File: src/stoq_pkg.sv
// Package for the sorted timeout queue: item types, entry type, codes and
// the wrap-safe time compare. No dependencies.
`timescale 1ns / 1ps

package stoq_pkg;

   localparam int QUEUE_DEPTH  = 16;
   localparam int MAX_RESULTS  = 16;
   localparam int RESULT_CNT_W = (MAX_RESULTS > 1) ? $clog2(MAX_RESULTS) : 1;

   localparam logic KIND_TICK   = 1'b0;
   localparam logic KIND_INSERT = 1'b1;

   localparam logic STATUS_EXPIRED  = 1'b0;
   localparam logic STATUS_REJECTED = 1'b1;

   typedef struct packed {
      logic        kind;
      logic [15:0] delay_ticks;
      logic [7:0]  requester;
      logic [15:0] request_tag;
   } req_type;

   typedef struct packed {
      logic        status;
      logic [7:0]  notify_id;
      logic [15:0] result_tag;
      logic        last;
   } rsp_type;

   typedef struct packed {
      logic        valid;
      logic [31:0] expiry;
      logic [7:0]  owner;
      logic [15:0] tag;
   } entry_type;

   // one command to every cell of the chain
   typedef struct packed {
      logic insert;
      logic pop;
   } cell_op_type;

   // a at or before b: signed difference a - b is zero or negative
   function automatic logic at_or_before(input logic [31:0] a, input logic [31:0] b);
      logic [31:0] d;
      d = a - b;
      return (d == 32'd0) || d[31];
   endfunction

endpackage

File: src/stoq_cell.sv
// One slot of the sorted chain: holds an entry, keeps it, takes the new
// entry, or takes a neighbor's entry. Depends on stoq_pkg.
`timescale 1ns / 1ps

module stoq_cell import stoq_pkg::*; (
   input  logic        clock,
   input  logic        reset,
   input  cell_op_type op,
   input  entry_type   new_entry,
   input  entry_type   left_entry,
   input  entry_type   right_entry,
   input  logic        left_keep,
   output entry_type   entry,
   output logic        keep
);

   entry_type entry_ff;
   entry_type entry_in;

   // entry stays in place on insert when it expires no later than the new one
   assign keep  = entry_ff.valid && at_or_before(entry_ff.expiry, new_entry.expiry);
   assign entry = entry_ff;

   always_comb begin
      entry_in = entry_ff;
      if (op.insert) begin
         if (!keep) begin
            entry_in = left_keep ? new_entry : left_entry;
         end
      end else if (op.pop) begin
         entry_in = right_entry;
      end
   end

   // only the valid bit is cleared; payload is don't-care while invalid
   always_ff @(posedge clock) begin
      if (reset) begin
         entry_ff.valid  <= 1'b0;
         entry_ff.expiry <= entry_in.expiry;
         entry_ff.owner  <= entry_in.owner;
         entry_ff.tag    <= entry_in.tag;
      end else begin
         entry_ff <= entry_in;
      end
   end

endmodule

File: src/stoq_chain.sv
// Row of QUEUE_DEPTH stoq_cell slots, sorted head first.
// Depends on stoq_pkg and stoq_cell.
`timescale 1ns / 1ps

module stoq_chain import stoq_pkg::*; (
   input  logic        clock,
   input  logic        reset,
   input  cell_op_type op,
   input  entry_type   new_entry,
   output entry_type   head,
   output entry_type   second,
   output logic        full
);

   entry_type cells [QUEUE_DEPTH];
   logic      keeps [QUEUE_DEPTH];

   genvar i;
   generate
      for (i = 0; i < QUEUE_DEPTH; i++) begin : g_cell
         entry_type left_e;
         entry_type right_e;
         logic      left_k;

         if (i == 0) begin : g_first
            assign left_e = new_entry;
            assign left_k = 1'b1;
         end else begin : g_mid
            assign left_e = cells[i-1];
            assign left_k = keeps[i-1];
         end

         if (i == QUEUE_DEPTH - 1) begin : g_last
            assign right_e = '0;
         end else begin : g_inner
            assign right_e = cells[i+1];
         end

         stoq_cell u_cell (
            .clock       (clock),
            .reset       (reset),
            .op          (op),
            .new_entry   (new_entry),
            .left_entry  (left_e),
            .right_entry (right_e),
            .left_keep   (left_k),
            .entry       (cells[i]),
            .keep        (keeps[i])
         );
      end
   endgenerate

   assign head   = cells[0];
   assign second = cells[1];
   assign full   = cells[QUEUE_DEPTH-1].valid;

endmodule

File: src/sorted_timeout_queue_unit.sv
// Top level of the sorted timeout queue: control, time counter, result register.
// Depends on stoq_pkg and stoq_chain.
`timescale 1ns / 1ps

// Sorted timeout queue. Up to QUEUE_DEPTH pending timeouts sit in a chain of
// cells sorted by absolute expiry (now + 1 + delay_ticks, 32-bit, wrapping;
// order by signed difference, equal expiries leave in arrival order).
// On an insert item every cell compares its expiry with the new one in
// parallel and the chain opens a gap in that same cycle; it gives no result
// unless the queue is full, in which case the item goes to the reject state
// and one rejected item (status 1, last 1) is then loaded into the result
// register. A tick item advances the time and then the chain shifts one
// expired head into the result register per cycle while that register is free,
// up to MAX_RESULTS, the final one flagged last. A tick passes through the
// drain state to check the head even when nothing expires, and the head
// shift waits on the result register while rsp_ready is held low. req_ready
// is high only while no tick or reject is in progress; an insert may be
// taken while a result still waits in the result register.

module sorted_timeout_queue_unit import stoq_pkg::*; (
   input  logic    clock,
   input  logic    reset,
   input  logic    req_valid,
   output logic    req_ready,
   input  req_type req_data,
   output logic    rsp_valid,
   input  logic    rsp_ready,
   output rsp_type rsp_data
);

   typedef enum logic [1:0] {
      S_IDLE,
      S_DRAIN,
      S_REJECT
   } state_type;

   state_type                state_ff;
   logic [31:0]              time_ff;
   logic [RESULT_CNT_W-1:0]  count_ff;   // results emitted for this tick
   logic                     rsp_valid_ff;
   rsp_type                  rsp_ff;
   logic [7:0]               rej_owner_ff;
   logic [15:0]              rej_tag_ff;

   cell_op_type op;
   entry_type   new_entry;
   entry_type   head;
   entry_type   second;
   logic        full;
   logic        accept;
   logic        out_free;
   logic        head_exp;
   logic        second_exp;
   logic        is_last;
   logic        rsp_load;

   stoq_chain u_chain (
      .clock     (clock),
      .reset     (reset),
      .op        (op),
      .new_entry (new_entry),
      .head      (head),
      .second    (second),
      .full      (full)
   );

   assign req_ready = (state_ff == S_IDLE);
   assign accept    = req_valid && req_ready;
   assign out_free  = !rsp_valid_ff || rsp_ready;

   assign new_entry.valid  = 1'b1;
   assign new_entry.expiry = time_ff + 32'd1 + {16'd0, req_data.delay_ticks};
   assign new_entry.owner  = req_data.requester;
   assign new_entry.tag    = req_data.request_tag;

   // time_ff already holds the advanced time while draining
   assign head_exp   = head.valid && at_or_before(head.expiry, time_ff);
   assign second_exp = second.valid && at_or_before(second.expiry, time_ff);
   assign is_last    = !second_exp ||
                       (count_ff == RESULT_CNT_W'(MAX_RESULTS - 1));

   assign op.insert = accept && (req_data.kind == KIND_INSERT) && !full;
   assign op.pop    = (state_ff == S_DRAIN) && head_exp && out_free;

   // result register loads an expired head or a reject
   assign rsp_load  = op.pop || ((state_ff == S_REJECT) && out_free);

   always_ff @(posedge clock) begin
      if (reset) begin
         state_ff     <= S_IDLE;
         time_ff      <= 32'd0;
         count_ff     <= '0;
         rsp_valid_ff <= 1'b0;
      end else begin
         if (rsp_load) begin
            rsp_valid_ff <= 1'b1;
         end else if (rsp_ready) begin
            rsp_valid_ff <= 1'b0;
         end
         unique case (state_ff)
            S_IDLE: begin
               if (accept) begin
                  if (req_data.kind == KIND_TICK) begin
                     time_ff  <= time_ff + 32'd1;
                     count_ff <= '0;
                     state_ff <= S_DRAIN;
                  end else if (full) begin
                     rej_owner_ff <= req_data.requester;
                     rej_tag_ff   <= req_data.request_tag;
                     state_ff     <= S_REJECT;
                  end
               end
            end
            S_DRAIN: begin
               if (!head_exp) begin
                  state_ff <= S_IDLE;
               end else if (out_free) begin
                  rsp_ff.status      <= STATUS_EXPIRED;
                  rsp_ff.notify_id   <= head.owner;
                  rsp_ff.result_tag  <= head.tag;
                  rsp_ff.last        <= is_last;
                  count_ff           <= count_ff + RESULT_CNT_W'(1);
                  if (is_last) begin
                     state_ff <= S_IDLE;
                  end
               end
            end
            S_REJECT: begin
               if (out_free) begin
                  rsp_ff.status      <= STATUS_REJECTED;
                  rsp_ff.notify_id   <= rej_owner_ff;
                  rsp_ff.result_tag  <= rej_tag_ff;
                  rsp_ff.last        <= 1'b1;
                  state_ff           <= S_IDLE;
               end
            end
            default: begin
               state_ff <= S_IDLE;
            end
         endcase
      end
   end

   assign rsp_valid = rsp_valid_ff;
   assign rsp_data  = rsp_ff;

endmodule

File: config.mk
export PLATFORM = sky130hd
export DESIGN_NAME = sorted_timeout_queue_unit
export DESIGN_NICKNAME = d
export VERILOG_FILES = /design/src/stoq_pkg.sv /design/src/stoq_cell.sv /design/src/stoq_chain.sv /design/src/sorted_timeout_queue_unit.sv
export SDC_FILE = /design/constraint.sdc
export NUM_CORES = 2
export LEC_CHECK = 0
export BUFFER_PORTS_ARGS = -buffer_cell sky130_fd_sc_hd__buf_4
export CAP_MARGIN = 20
export CORE_MARGIN = 2
export CORE_UTILIZATION = 40
export CTS_CLUSTER_DIAMETER = 100
export CTS_CLUSTER_SIZE = 28
export DETAILED_ROUTE_END_ITERATION = 10
export PLACE_DENSITY = 0.63
export SLEW_MARGIN = 5
export SYNTH_ARGS = -nofsm -noshare
export SYNTH_HDL_FRONTEND = slang
export SYNTH_SLANG_ARGS = --single-unit
File: constraint.sdc
create_clock -name clock -period 14.7 [get_ports clock]
set_input_delay 0.735 -clock clock [delete_from_list [all_inputs] [get_ports clock]]
set_output_delay 0.735 -clock clock [all_outputs]
set_load 0.05 [all_outputs]
==> metrics.cfg <==
[status]
status = completed

[worst_setup_path]
cp.arrival_ns = 12.64
cp_top_family = simple AND/OR/NAND/NOR gates
worstPathRequired_ns = 15.15
cp-start-kind = flop
slowest_stage = nor4_1
crit_top_cell = o21ai_0
crit_buf_inv = 4
cp-end-kind = flop
crit_type = flop to flop
cp_max_fo = 31
worst_path_largest_cell_delay_ns = 0.98

[timing]
fin_setup_tns_ns = 0
finalHoldViolCount = 0
min_period_ns = 12.19
rsz0062_at_grt = false
max_freq_mhz = 82.04
period_share = 0.8292
relSlewSlack = 0.06019
setup_violations = 0
whs_ns = 0.3277
final-max-slew-violation-count = 0
worst_pin_slew_ns = 1.398
finalClockSkew_ns = 0.07258

[cts]
htree_levels = 2
cts_setup_buffers = 0
cts_buffer_depth = 3
clk_pin_slew_ns = 0.12
cts_sinks = 1001
tritoncts = yes
postCtsHoldBufs = 0
worstSkewPairLatency_ns = 0.77
cts_root_buffer = clkbuf_16
cts_resized = 0
cts_buffers = 50

[floorplan]
num_rows = 165
die_x_um = 455.8
start_util = 0.4032
die_h_um = 455.8
core_um2 = 202500
die_area_um2 = 207800
io_pins = 73

[global_route]
grt_max_degree = 236
grt_pass1_wl_um = 457200
grt_use_total = 0.2850
antenna_found_initial = 13
grt_pass1_vias = 69580
grt_overflow = 0

[synthesis]
synth_edf_count = 946
yosysTopAreaCell = edfxtp_1
synth.area.top_cells = edfxtp_1, ha_1, mux2i_1, nand2_1, o21ai_0
synth_nets = 9763
synth_top_area_frac = 0.3479
syn_avg_cell_area_um2 = 8.807
synth_warnings = 0
yosysMostFrequentCell = nand2_1
synth_seq_cells = 1001
synth_ff_type = edfxtp_1
synth_cells = 9271
syn_area_um2 = 81650
synth_commonest_cells = nand2_1, edfxtp_1, o21ai_0, nor2_1, a21oi_1
yosysSeqAreaShare = 0.3614
synth_cell_types = 112
ys_async_sr_fraction = 0

[layout]
final_area_um2 = 86340
nets = 9423
layout-drive-gt1-share = 0.06063
area_growth_pct = 5.750

[power_and_ir_drop]
powerDensity_nw_per_um2 = 97.58
vdd_drop_max_mv = 0.1061
leakage_nw = 31.28

[drt]
wirelength_um = 312500
wl_per_cell_um = 26.83
drt_first_pass_iters = 6
drc = 0
num_vias = 75470
viasPerCell = 6.479
drtAntennaViolNets = 0
dr.first_iter.drc_count = 9390

[worst_hold_path]
hp-class = input pin to flop

[placed_design]
dp_hpwl_um = 230200
placed_area_um2 = 84510
gp_congestion = 1.008
numPortBuffers = 72

[flow_run]
max_cap_viol_count = 0

==> worst paths after layout <==
check | from | slack (ns) | cells past startpoint | to
max reg2reg | time_ff[1] | 2.51 | 39 | u_chain.g_cell[7].u_cell.entry[14]
max | time_ff[1] | 2.51 | 39 | u_chain.g_cell[7].u_cell.entry[14]
min reg2reg | count_ff[3] | 0.51 | 2 | count_ff[3]
min | req_data[0] | 0.33 | 1 | rej_tag_ff[0]
==> per-layer routing <==
layer | vias up | wire length (um) | share of wire | GRT usage
met2 | 3698 | 137700 | 0.44 | 0.4403
met3 | 645 | 28470 | 0.091 | 0.05079
met5 | - | 133 | 0.00043 | 0
met1 | 36950 | 131100 | 0.42 | 0.3899
met4 | 18 | 15090 | 0.048 | 0.1239
li1 | 34160 | - | - | -
==> flip-flops by register name (all words and copies together) (netlist names) <==
name,cells
rej_owner_ff,8
time_ff,32
state_ff,2
count_ff,4
rej_tag_ff,16
rsp_data,26
rsp_valid,1
u_chain.g_cell.u_cell.entry,912
==> cells in the final DEF (no fill, tap or decap), types with 221 or more instances in the layout <==
cell type / count
ha_1: 428
nand3_1: 311
inv_1: 326
xnor2_1: 341
nand2_1: 1207
mux2i_1: 484
nor2_1: 608
edfxtp_1: 946
a21oi_1: 546
o21ai_0: 837
buf_4: 221
==> logic make-up (layout without fill, tap and decap cells) <==
family          Yosys count  count (layout)  synth area share
xor+xnor                432             432           0.04703
flops                  1001            1001            0.3614
other cells               0               4                 0
buf+inv                 952             653           0.04795
fa+ha+maj               561             561           0.08413
simple gates           2959            2959            0.1663
compound gates         2844            2844            0.2287
mux                     522             522           0.06456
==> where the power goes <==
group,switching (W),internal [W],total (W)
clock,0.00113,0.000724,0.00186
combinational,0.00179,0.00101,0.00280
sequential,0.000301,0.00347,0.00377
total,0.00323,0.00520,0.00843
==> cell type report <==
class / instances / area (um^2)
diodes: 4 / 10.01
clock buffers: 67 / 1315
clock inverters: 26 / 429.2
fillers: 19780 / 116200
inverters: 328 / 1231
multi-input cells: 7318 / 48680
flip-flops and latches: 1001 / 29510
well taps: 2672 / 3343
repair buffers: 232 / 1823
==> through the flow <==
step	worst slack, ns	std cells	total power [W]	util
after floorplan	3.098	9271	0.005638	-
after global placement	3.197	11540	0.006464	0.4172
after detailed placement	2.958	11540	0.006525	0.4173
after CTS	3.021	11640	0.008345	0.4259
after global routing	2.006	11650	0.008758	0.4263
final	2.511	11650	0.008425	0.4263
Note: power is estimated with default switching activity, not from simulation.
